--- config.mk ---
export PLATFORM = sky130hd
export DESIGN_NAME = sml_ram
export DESIGN_NICKNAME = d
export VERILOG_FILES = /design/src/sml_ram.sv
export SDC_FILE = /design/constraint.sdc
export NUM_CORES = 2
export LEC_CHECK = 0
export BUFFER_PORTS_ARGS = -buffer_cell sky130_fd_sc_hd__clkbuf_2
export CORE_MARGIN = 3
export CORE_UTILIZATION = 45
export CTS_CLUSTER_SIZE = 28
export DETAILED_ROUTE_END_ITERATION = 10
export GPL_ROUTABILITY_DRIVEN = 0
export PLACE_DENSITY = 0.71
export SYNTH_ARGS = -nofsm -noshare
export SYNTH_HDL_FRONTEND = slang
export SYNTH_SLANG_ARGS = --single-unit
--- constraint.sdc ---
create_clock -name clk -period 8.65 [get_ports clk]
set_input_delay 1.73 -clock clk [delete_from_list [all_inputs] [get_ports clk]]
set_output_delay 1.73 -clock clk [all_outputs]
set_load 0.01 [all_outputs]
--- src/sml_ram.sv ---
// sml_ram: generic single-write, single-read ram with registered read data
// no dependencies
module sml_ram #(
  parameter int WIDTH = 32,
  parameter int DEPTH = 64
) (
  input  logic                     clk,
  input  logic                     we,
  input  logic [$clog2(DEPTH)-1:0] waddr,
  input  logic [WIDTH-1:0]         wdata,
  input  logic [$clog2(DEPTH)-1:0] raddr,
  output logic [WIDTH-1:0]         rdata
);

  logic [WIDTH-1:0] mem [DEPTH];

  always_ff @(posedge clk) begin
    if (we) begin
      mem[waddr] <= wdata;
    end
    rdata <= mem[raddr];
  end

endmodule

==> metrics.yaml <==
viasPerCell: 6.134
slew_headroom: 0.1382
required_ns: 9.31
worst_setup_path_end_kind: "register"
dieArea_sq_um: 179500
syn_avg_cell_area_sq_um: 23.62
yosys.area_share.adder: 0
grt_max_degree: 123
synth_top_area_cell: "edfxtp_1"
synth.area.mux_share: 0.1679
place_hpwl_mm: 103.0
max_cap_violations: 0
rsz0062_at_grt: "false"
ir_drop_mv: 0.2154
ys_seq_area_frac: 0.7914
dr.pass1.iters: 5
grt_first_pass_wirelength_mm: 276.9
dieHeight_microns: 423.7
synth_edf_count: 2048
cts_resized: 0
clkSinkCount: 2080
worst_slew_pin_slew_ns: 1.293
antenna_found_initial: 10
grt_pass1_vias: 37220
layout-drive-gt1-share: 0.2947
syn_nets: 3370
power.leakage_nw: 27.44
netlist_area_sq_um: 78520
cts_tree: "done"
worstPathArrival_ns: 5.40
synth_compound_area_frac: 0.01673
die-width_microns: 423.7
cp_max_fo: 74
clkTransAtPathRegs_ns: 0.06
crit_path_start_kind: "primary input"
period_needed_ns: 4.736
rows: 152
synth.top_cell.area_share: 0.7833
synth_top_family_by_area: "multiplexers"
drtAntennaViolNets: 0
drcViolationCount: 0
syn_inst: 3324
hold_viol: 0
synth.distinct_cells: 34
powerDensity_nw_per_um2: 232.0
fin_setup_tns_ns: 0
synth_area_leaders: "edfxtp_1 78%, mux4_2 16%, mux2i_1 1.2%"
cts_inserted_buffers: 191
start_util: 0.4552
core_area_sq_um: 172500
io_pins: 78
ys_warn_count: 0
synth-main-ff-cell: "edfxtp_1"
clk_latency_ns: 0.83
period_share: 0.5475
synth_xor_area_frac: 0
ys_top_cells_by_count: "2048 x edfxtp_1, 544 x mux4_2, 137 x nor2_1"
ys_ff_latch: 2080
cts_setup_buffers: 0
vias: 36920
globalRouteOverflowTotal: 0
finalSetupViolations: 0
hp-class: "register to register"
clockRootBuffer: "clkbuf_16"
wl_per_cell_microns: 32.20
p_total_mw: 20.59
path_class: "primary input to register"
wirelength_mm: 193.8
clock_path_buffers: 3
cts.htree.levels: 4
portBuffers: 77
final_nets: 3590
async_flop_share: 0
synth.most_common_cell: "edfxtp_1"
final_max_slew_viol_count: 0
cts_hold_buf: 0
run_status: "complete, no violations"
synth_simple_gate_area_frac: 0.01265
initialDrtViolationCount: 5202
fin_skew_ns: 0.03283
area_growth_pct: 13.00
grt_usage: 0.2165
fmax_mhz: 211.1
==> power by group <==
group / total (mW) / internal (mW) / switching, mW
logic: 1.03 / 0.368 / 0.661
registers: 11.2 / 11.2 / 0.0460
clock network: 8.35 / 4.71 / 3.64
total: 20.6 / 16.2 / 4.35
==> layer usage <==
metal | part of all wire | routed length [microns] | vias to the layer above | GRT usage
li1 | - | - | 14710 | -
met5 | 0 | 0 | - | 0
met1 | 0.38 | 73820 | 19820 | 0.3024
met3 | 0.10 | 19680 | 301 | 0.04392
met4 | 0.038 | 7289 | 0 | 0.08554
met2 | 0.48 | 92970 | 2090 | 0.3380
==> logic make-up after synthesis <==
logic type	Yosys count
AO/OA/AOI/OAI	202
buffers and inverters	182
flip-flops	2080
multiplexers	637
AND/OR/NAND/NOR	223
==> cell type report <==
| type | count | area (sq um) |
|---|---|---|
| Antenna cell | 2 | 5.005 |
| Clock buffer | 247 | 5080 |
| Clock inverter | 108 | 1146 |
| Fill cell | 12950 | 83770 |
| Multi-Input combinational cell | 1062 | 15970 |
| Sequential cell | 2080 | 62140 |
| Tap cell | 2310 | 2890 |
| Timing Repair Buffer | 209 | 1496 |
==> placed cells by master (no fill, tap or decap), types with 32 or more instances in the layout <==
cell	instances
clkbuf_1	47
mux2i_1	93
clkbuf_2	73
clkbuf_16	191
clkinv_1	38
dfxtp_1	32
buf_4	126
nor2_1	75
clkinv_2	32
edfxtp_1	2048
nor2_4	62
mux4_2	544
o22ai_1	84
a21oi_1	62
==> worst paths after layout <==
path	from	endpoint	slack, ns	depth (start not counted)
worst min-delay path	mem[12][20]$_DFFE_PP_	rdata[20]$_DFF_P_	0.74	4
worst min register to register	mem[12][20]$_DFFE_PP_	rdata[20]$_DFF_P_	0.74	4
worst max-delay path	raddr[1]	rdata[24]$_DFF_P_	3.91	7
worst max register to register	mem[12][24]$_DFFE_PP_	rdata[24]$_DFF_P_	6.29	4
==> through the flow <==
step	area, sq um	setup slack [ns]	hold WS (ns)	util	instances
2_1_floorplan	78520	3.760	0.6632	-	3324
3_3_place_gp	82490	3.154	0.7184	0.4782	5661
3_5_place_dp	82490	3.157	0.7123	0.4782	5661
4_1_cts	88720	4.030	0.7390	0.5143	6016
5_1_grt	88720	3.933	0.8149	0.5143	6017
6_report	88730	3.914	0.7380	0.5144	6018
==> worst max-delay path, cell delays in order <==
cell	delay [ns]
buf_8	0.47
buf_4	0.70
buf_4	0.62
mux4_2	0.40
mux4_2	0.47
o22ai_1	0.66
nor2_1	0.14
==> registers in the layout, indices dropped and copies added, names as in the netlist <==
| signal | flops |
|---|---|
| mem | 2048 |
| rdata | 32 |
No activity file was read; power rests on OpenSTA's default activity.
