**src/sml_pkg.sv**
```systemverilog
// sml_pkg: shared types and constants of the stress-majorization layout block
// used by sml_arith, sml_ram users and the top level; no dependencies
package sml_pkg;

  localparam int MAX_NODES   = 64;
  localparam int IDX_W       = 6;
  localparam int DADDR_W     = 2 * IDX_W;
  localparam int COORD_W     = 32;
  localparam int STRESS_W    = 63;

  localparam logic [1:0] KIND_DIST  = 2'd0;
  localparam logic [1:0] KIND_POS   = 2'd1;
  localparam logic [1:0] KIND_START = 2'd2;

  localparam logic [1:0] CFG_NODE_COUNT = 2'd0;
  localparam logic [1:0] CFG_ITER_LIMIT = 2'd1;
  localparam logic [1:0] CFG_TOLERANCE  = 2'd2;

  localparam logic [6:0]  NODE_COUNT_RST = 7'd64;
  localparam logic [15:0] ITER_LIMIT_RST = 16'd1000;
  localparam logic [23:0] TOLERANCE_RST  = 24'd1678;

  localparam logic [63:0] TERM_CLAMP = 64'h0000_0100_0000_0000;
  localparam logic [STRESS_W-1:0] STRESS_MAX = {STRESS_W{1'b1}};

  typedef struct packed {
    logic start;
    logic sqrt_op;
  } sml_arith_req_t;

endpackage

```
**src/sml_arith.sv**
```systemverilog
// sml_arith: bit-serial 64/32 divider and 64-bit floor square root
// depends on sml_pkg for the request struct
module sml_arith import sml_pkg::*; (
  input  logic           clk,
  input  logic           rst_n,
  input  sml_arith_req_t req,
  input  logic [63:0]    opa,
  input  logic [31:0]    opb,
  output logic           done,
  output logic [63:0]    result
);

  logic        busy_r, busy_nxt;
  logic        sqrt_r, sqrt_nxt;
  logic        done_r, done_nxt;
  logic [6:0]  cnt_r, cnt_nxt;
  logic [63:0] sh_r, sh_nxt;
  logic [34:0] rem_r, rem_nxt;
  logic [63:0] res_r, res_nxt;
  logic [31:0] dvs_r, dvs_nxt;
  logic [34:0] rem_t;
  logic [34:0] trial;

  always_comb begin
    busy_nxt = busy_r;
    sqrt_nxt = sqrt_r;
    done_nxt = 1'b0;
    cnt_nxt  = cnt_r;
    sh_nxt   = sh_r;
    rem_nxt  = rem_r;
    res_nxt  = res_r;
    dvs_nxt  = dvs_r;
    rem_t    = '0;
    trial    = '0;
    if (req.start) begin
      busy_nxt = 1'b1;
      sqrt_nxt = req.sqrt_op;
      cnt_nxt  = req.sqrt_op ? 7'd32 : 7'd64;
      sh_nxt   = opa;
      rem_nxt  = '0;
      res_nxt  = '0;
      dvs_nxt  = opb;
    end else if (busy_r) begin
      if (sqrt_r) begin
        rem_t = {rem_r[32:0], sh_r[63:62]};
        trial = {1'b0, res_r[31:0], 2'b01};
        sh_nxt = {sh_r[61:0], 2'b00};
        if (rem_t >= trial) begin
          rem_nxt = rem_t - trial;
          res_nxt = {res_r[62:0], 1'b1};
        end else begin
          rem_nxt = rem_t;
          res_nxt = {res_r[62:0], 1'b0};
        end
      end else begin
        rem_t = {2'b00, rem_r[31:0], sh_r[63]};
        trial = {3'b000, dvs_r};
        sh_nxt = {sh_r[62:0], 1'b0};
        if (rem_t >= trial) begin
          rem_nxt = rem_t - trial;
          res_nxt = {res_r[62:0], 1'b1};
        end else begin
          rem_nxt = rem_t;
          res_nxt = {res_r[62:0], 1'b0};
        end
      end
      cnt_nxt = cnt_r - 7'd1;
      if (cnt_r == 7'd1) begin
        busy_nxt = 1'b0;
        done_nxt = 1'b1;
      end
    end
  end

  always_ff @(posedge clk) begin
    if (!rst_n) begin
      busy_r <= 1'b0;
      done_r <= 1'b0;
      cnt_r  <= '0;
    end else begin
      busy_r <= busy_nxt;
      done_r <= done_nxt;
      cnt_r  <= cnt_nxt;
    end
    sqrt_r <= sqrt_nxt;
    sh_r   <= sh_nxt;
    rem_r  <= rem_nxt;
    res_r  <= res_nxt;
    dvs_r  <= dvs_nxt;
  end

  assign done   = done_r;
  assign result = res_r;

endmodule

```
**config.mk**
```make
export PLATFORM = sky130hd
export DESIGN_NAME = sml_arith
export DESIGN_NICKNAME = d
export VERILOG_FILES = /design/src/sml_pkg.sv /design/src/sml_arith.sv
export SDC_FILE = /design/constraint.sdc
export NUM_CORES = 1
export LEC_CHECK = 0
export BUFFER_PORTS_ARGS = -buffer_cell sky130_fd_sc_hd__buf_2
export CAP_MARGIN = 20
export CORE_UTILIZATION = 35
export CTS_BUF_LIST = sky130_fd_sc_hd__clkbuf_4
export CTS_CLUSTER_SIZE = 30
export DETAILED_ROUTE_END_ITERATION = 12
export SLEW_MARGIN = 20
export SYNTH_ARGS = -nofsm -noshare
export SYNTH_HDL_FRONTEND = slang
export SYNTH_SLANG_ARGS = --single-unit
```
**constraint.sdc**
```tcl
create_clock -name clk -period 3.4 [get_ports clk]
set_clock_uncertainty 0.2 [all_clocks]
set_input_delay 0.51 -clock clk [delete_from_list [all_inputs] [get_ports clk]]
set_output_delay 0.51 -clock clk [all_outputs]
set_load 0.02 [all_outputs]
```
==> flow_metrics.env, run 1 <==
export IMPL_status="finished, final reports clean"
export IMPL_synth_edf_count=97
export IMPL_synth_mux_area_share_pct=10.2
export IMPL_clk_pin_slew_worst_paths_ps=70
export IMPL_cp_max_fo=45
export IMPL_synthArstFlopShare_pct=0
export IMPL_end_kind="flip-flop"
export IMPL_utilization_pct=45.7
export IMPL_drive_gt1_share_pct=20.3
export IMPL_setup_viol=0
export IMPL_rr_startpoint="dvs_r[28]"
export IMPL_synth_flop_cell="dfxtp_1"
export IMPL_p_per_area_nw_per_um2=637
export IMPL_grt_usage_pct=18.6
export IMPL_path_class="reg2reg"
export IMPL_holdWs_ps=292
export IMPL_total_leakage_power_nw=6.97
export IMPL_period_minus_slack_ps=3240
export IMPL_synth_top_area_share_pct=23.3
export IMPL_synth_compound_area_share_pct=19.2
export IMPL_m1WireLength_um=15000
export IMPL_grt_max_degree=128
export IMPL_met3WireLength_um=1720
export IMPL_place_area_um2=14100
export IMPL_synthTopCellsByArea="edfxtp_1, dfxtp_1, mux2i_1, ha_1, nand2_1"
export IMPL_clock_latency_ps=730
export IMPL_ios=165
export IMPL_vias_per_cell=5.13
export IMPL_place_congestion=0.881
export IMPL_gr_total_overflow=0
export IMPL_routed_via_count=11300
export IMPL_dpl_hpwl_um=24400
export IMPL_grt_antenna_before_repair=1
export IMPL_synth_warnings=0
export IMPL_grt_pass1_vias=11300
export IMPL_critPathSlowestCell="edfxtp_1"
export IMPL_drv_slew=0
export IMPL_ys_ff_latch=203
export IMPL_tritoncts_num_buffers=57
export IMPL_syn_inst=1409
export IMPL_avgSynthCellArea_um2=8.89
export IMPL_grt_pass1_wl_um=55000
export IMPL_hold_violations=0
export IMPL_critPathLaunchType="flip-flop"
export IMPL_syn_num_nets=1578
export IMPL_tightest_slew_ps=1010
export IMPL_fin_crit_sh_pct=95.2
export IMPL_routed_wl_um=34700
export IMPL_syn_area_um2=12500
export IMPL_worstSetupStartpoint="dvs_r[28]"
export IMPL_synthSimpleGateAreaFrac_pct=13.8
export IMPL_crit_top_cell="o211ai_1"
export IMPL_path_cells="inv_1 > ha_1 > a21oi_1 > o21ai_1 > a211o_1 > o211ai_1 > o211ai_1 > a41oi_4 > buf_12 > nor2_1 > a211oi_1 > a311oi_1 > a31o_2"
export IMPL_critPathRequiredTime_ps=3810
export IMPL_highest_layer="met4"
export IMPL_fmax_ghz=0.309
export IMPL_fin_cells=2206
export IMPL_cap_violations=0
export IMPL_maxSlewHeadroom_pct=32.5
export IMPL_ant_nets=0
export IMPL_clockBufferDepth=3
export IMPL_drc=0
export IMPL_worstPathArrival_ps=3650
export IMPL_rsz0062_at_grt="true"
export IMPL_worstHoldStart="opb[29]"
export IMPL_cts_root_buf="clkbuf_4"
export IMPL_synthAdderAreaFrac_pct=6.95
export IMPL_synth_common_cells="nand2_1, o21ai_0, mux2i_1"
export IMPL_synth_cell_types=70
export IMPL_die_w_um=191
export IMPL_cts_setup_buffers=0
export IMPL_core_area_um2=34900
export IMPL_synth_area_leader_cell="edfxtp_1"
export IMPL_hp_class="in2reg"
export IMPL_synth_most_common_cell="nand2_1"
export IMPL_met2_length_um=17200
export IMPL_cts_tree="yes"
export IMPL_wl_per_cell_um=15.7
export IMPL_dieArea_um2=36500
export IMPL_first_iter_violations=520
export IMPL_synth_top_family_by_area="compound AO/OA/AOI/OAI gates"
export IMPL_firstDrtPassIters=5
export IMPL_initial_utilization_pct=35.9
export IMPL_power_total_w=0.0101
export IMPL_ir_worst_vdd_mv=0.562
export IMPL_io_buffers=164
export IMPL_synth_xor_area_share_pct=4.62
export IMPL_ys_seq_area_share_pct=40.2
export IMPL_nNetsFinal=1875
export IMPL_rows=68
export IMPL_final_area_um2=15900
export IMPL_htreeDepth=2
export IMPL_cts_sinks=203
export IMPL_die_h_um=191
export IMPL_dpl_cell_count=2003
export IMPL_syn_to_final_growth_pct=27.2
export IMPL_slowest_delay_ps=360
[repair_timing]
action,in CTS,in global routing
gates resized for setup,0,20
hold buffers,99,0
setup endpoints to repair,0,25
endpoints found under the hold margin,122,0
[cell usage in the layout, fill, tap and decap left out, types with 18 or more instances in the layout]
cell,Yosys,final
a21oi_1,90,88
buf_2,7,163
buf_4,0,49
clkbuf_4,0,90
dfxtp_1,106,103
dlygate4sd3_1,0,99
edfxtp_1,97,97
ha_1,68,67
inv_1,84,81
mux2i_1,127,127
nand2_1,191,191
nand3_1,18,18
nor2_1,121,121
nor3_1,19,18
o21ai_0,130,129
xnor2_1,39,39
xor2_1,27,27
[report_power, final]
part,leakage (nW),switching (W),total (W),internal (W)
sequential,1.84,0.000228,0.00303,0.00281
combinational,4.66,0.00265,0.00469,0.00204
clock,0.469,0.00107,0.00242,0.00134
[final cells by class]
type                            instances  area [um2]
Inverter                               86         323
Timing Repair Buffer                  316        2270
Antenna cell                            1        2.50
Tap cell                              455         569
Sequential cell                       203        5040
Fill cell                            3466       19000
Multi-Input combinational cell       1042        6950
Clock inverter                         13         105
Clock buffer                           90         676
[sequential cells by signal (all words and copies together), names as in the netlist]
name,flops
busy_r,1
cnt_r,7
done,1
dvs_r,32
rem_r,33
result,64
sh_r,64
sqrt_r,1
[worst paths after layout]
path / endpoint / slack, ps / cells past startpoint
worst max register to register: rem_r[12] / 160 / 13
worst min register to register: cnt_r[1] / 300 / 2
worst min-delay path: dvs_r[29] / 290 / 2
worst max-delay path: rem_r[12] / 160 / 13
[critical path: cells and delay by family, from the launching register on]
kind,cells,cell delay (ps)
flip-flops,1,360
AND/OR/NAND/NOR,1,80
adder cells (fa/ha/maj),1,260
buffers and inverters,2,310
AO/OA/AOI/OAI,9,1920
[layer usage]
| metal | up-vias | global-route usage, % |
|---|---|---|
| li1 | 5677 | - |
| met4 | 0 | 6.47 |
| met5 | - | 0 |
| met2 | 292 | 33.1 |
| met3 | 66 | 3.62 |
| met1 | 5282 | 22.2 |
[logic make-up (layout without fill, tap and decap cells)]
| logic type | Yosys count | in the layout |
|---|---|---|
| compound gates | 375 | 375 |
| xor+xnor | 66 | 66 |
| fa+ha+maj | 69 | 69 |
| buf+inv | 164 | 505 |
| flops | 203 | 203 |
| mux | 127 | 127 |
| other cells | 0 | 1 |
| simple gates | 405 | 405 |
[per-stage QoR]
stage / setup WS, ps / setup TNS [ps]
after floorplan: 248 / 0
after global placement: 93.2 / 0
after detailed placement: 109 / 0
after CTS: 94.6 / 0
after global routing: -18.7 / -45.7
final: 164 / 0
No activity file was read; power rests on OpenSTA's default activity.
==> inputs of run 2 (changes only) <==
CELL_PAD_IN_SITES_DETAIL_PLACEMENT = 1   (was not set)
CELL_PAD_IN_SITES_GLOBAL_PLACEMENT = 2   (was not set)
CORE_UTILIZATION = 37   (was 35)
GPL_TIMING_DRIVEN = 0   (was not set)
PLACE_DENSITY_LB_ADDON = 0.1   (was not set)
==> run 2 against run 1 <==
Compared with the run above: register-to-register slack got worse by 60 ps; sequential share of layout area fell by 0.30 points; highest routed layer unchanged; via count up 2.8%; routed wire length up 18%; setup slack worse by 58 ps; critical path type unchanged; clock power shrank 4%; clock-buffer cell count is the same; combinational power grew 7.9%; final cell count increased by 1.3%; global-route usage grew 5.2 points; sequential cell count did not move; total power up 3.0%.
==> flow_metrics.env, run 2 (same netlist as run 1, synthesis figures left out) <==
export IMPL_mostFrequentLayoutCells="nand2_1, buf_2, mux2i_1"
export IMPL_setup_viol=0
export IMPL_grt_usage_pct=23.9
export IMPL_wl_per_cell_um=18.3
export IMPL_fin_cells=2234
export IMPL_path_cells="ha_2 > nand4_1 > or4_1 > o22ai_2 > a21oi_2 > buf_4 > o21ai_4 > nor2_1 > a32o_1 > a31oi_1 > o311ai_2"
export IMPL_nFillCells=3949
export IMPL_layout_commonest_cell="nand2_1"
export IMPL_clockBufferDepth=3
export IMPL_core_area_um2=33400
export IMPL_rows=67
export IMPL_first_iter_violations=431
export IMPL_dieArea_um2=34600
export IMPL_end_kind="flip-flop"
export IMPL_power_total_w=0.0104
export IMPL_vias_per_cell=5.21
export IMPL_hold_depth=2
export IMPL_grt_antenna_before_repair=1
export IMPL_slowest_delay_ps=520
export IMPL_routed_via_count=11600
export IMPL_hp_class="in2reg"
export IMPL_cts_tree="yes"
export IMPL_initial_utilization_pct=37.4
export IMPL_r2r_setup_slack_ps=110
export IMPL_reg2regPathDepth=11
export IMPL_gr_total_overflow=0
export IMPL_grt_pass1_vias=12100
export IMPL_cts_root_buf="clkbuf_4"
export IMPL_path_delay_family="compound AO/OA/AOI/OAI gates"
export IMPL_ios=165
export IMPL_maxSlewHeadroom_pct=27.7
export IMPL_rr_startpoint="rem_r[14]"
export IMPL_period_minus_slack_ps=3290
export IMPL_ant_nets=0
export IMPL_clk_pin_slew_worst_paths_ps=70
export IMPL_fin_crit_sh_pct=96.9
export IMPL_htreeDepth=2
export IMPL_drc=0
export IMPL_drive_gt1_share_pct=21.3
export IMPL_critPathLaunchType="flip-flop"
export IMPL_critPathRequiredTime_ps=3840
export IMPL_rsz0062_at_grt="true"
export IMPL_p_per_area_nw_per_um2=647
export IMPL_status="finished, final reports clean"
export IMPL_cap_violations=0
export IMPL_firstDrtPassIters=5
export IMPL_drv_slew=0
export IMPL_worstPathArrival_ps=3740
export IMPL_min_to="dvs_r[17]"
export IMPL_worstHoldStart="opb[17]"
export IMPL_hold_violations=0
export IMPL_dpl_cell_count=2022
export IMPL_fmax_ghz=0.304
export IMPL_die_w_um=186
export IMPL_nNetsFinal=1909
export IMPL_dpl_hpwl_um=30100
export IMPL_clock_latency_ps=750
export IMPL_path_class="reg2reg"
export IMPL_crit_buf_inv=1
export IMPL_total_leakage_power_nw=6.91
export IMPL_r2r_end="rem_r[30]"
export IMPL_ir_worst_vdd_mv=0.318
export IMPL_syn_to_final_growth_pct=28.9
export IMPL_cp_max_fo=6
export IMPL_routed_wl_um=40800
export IMPL_io_buffers=164
export IMPL_critPathSlowestCell="or4_1"
export IMPL_die_h_um=186
export IMPL_cts_sinks=203
export IMPL_tightest_slew_ps=1080
export IMPL_tritoncts_num_buffers=57
export IMPL_place_congestion=0.861
export IMPL_grt_pass1_wl_um=63800
export IMPL_grt_max_degree=43
## run 2: metrics by stage
step / worst slack [ps] / setup TNS, ps / area [um2] / hold slack, ps / util, %
2_1_floorplan: 248 / 0 / 12500 / 266 / -
3_3_place_gp: -1580 / -137140 / 13900 / 273 / 41.6
3_5_place_dp: -645 / -62860 / 13900 / 282 / 41.6
4_1_cts: -14.0 / -14.0 / 15800 / 136 / 47.2
5_1_grt: -9.25 / -30.3 / 16100 / 183 / 48.2
6_report: 106 / 0 / 16100 / 245 / 48.2
## run 2: worst max path at each step
stage / start / to / slack [ps] / cells past startpoint
after floorplan: result[18] / rem_r[25] / 250 / 13
after global placement: req[1] / sh_r[20] / -1580 / 5
after detailed placement: req[1] / rem_r[7] / -650 / 5
after CTS: rem_r[0] / rem_r[26] / -10 / 11
after global routing: result[1] / rem_r[26] / -9 / 12
final: rem_r[14] / rem_r[30] / 110 / 11
## run 2: final cells by class
type                       count  area (um2)  area share [%]
multi-input combinational   1042        7190            44.6
sequential                   203        5060            31.3
timing repair buffer         277        1930            11.9
clock buffer                  90         676            4.19
tap                          448         561            3.47
buffer                        73         332            2.05
inverter                      86         325            2.02
clock inverter                14        65.1           0.403
antenna                        1        2.50          0.0155
## run 2: metal layers
metal	share of wire, %	up-vias	GRT usage (%)
met5	0	-	0
met4	1.5	0	6.10
met3	3.5	46	4.50
met2	51	209	42.8
met1	44	5630	29.0
li1	-	5751	-
## run 2: repair_timing
action | in CTS | in global routing
hold buffers | 98 | 0
setup buffers | 6 | 8
endpoints found under the setup margin | 33 | 33
hold endpoints to repair | 106 | 0
pin swaps | 6 | 28
resized for setup | 37 | 76
## run 2: worst reg2reg max path, delay by kind of cell, from the launching register on
family | cells | cell delay, ps
AO/OA/AOI/OAI | 6 | 1100
flip-flops | 1 | 400
buffers and inverters | 1 | 160
adder cells (fa/ha/maj) | 1 | 450
AND/OR/NAND/NOR | 3 | 850
## run 2: where the power goes
group,switching (W),internal [W]
Clock,0.00111,0.00120
Combinational,0.00295,0.00210
Sequential,0.000265,0.00281
Total,0.00433,0.00611
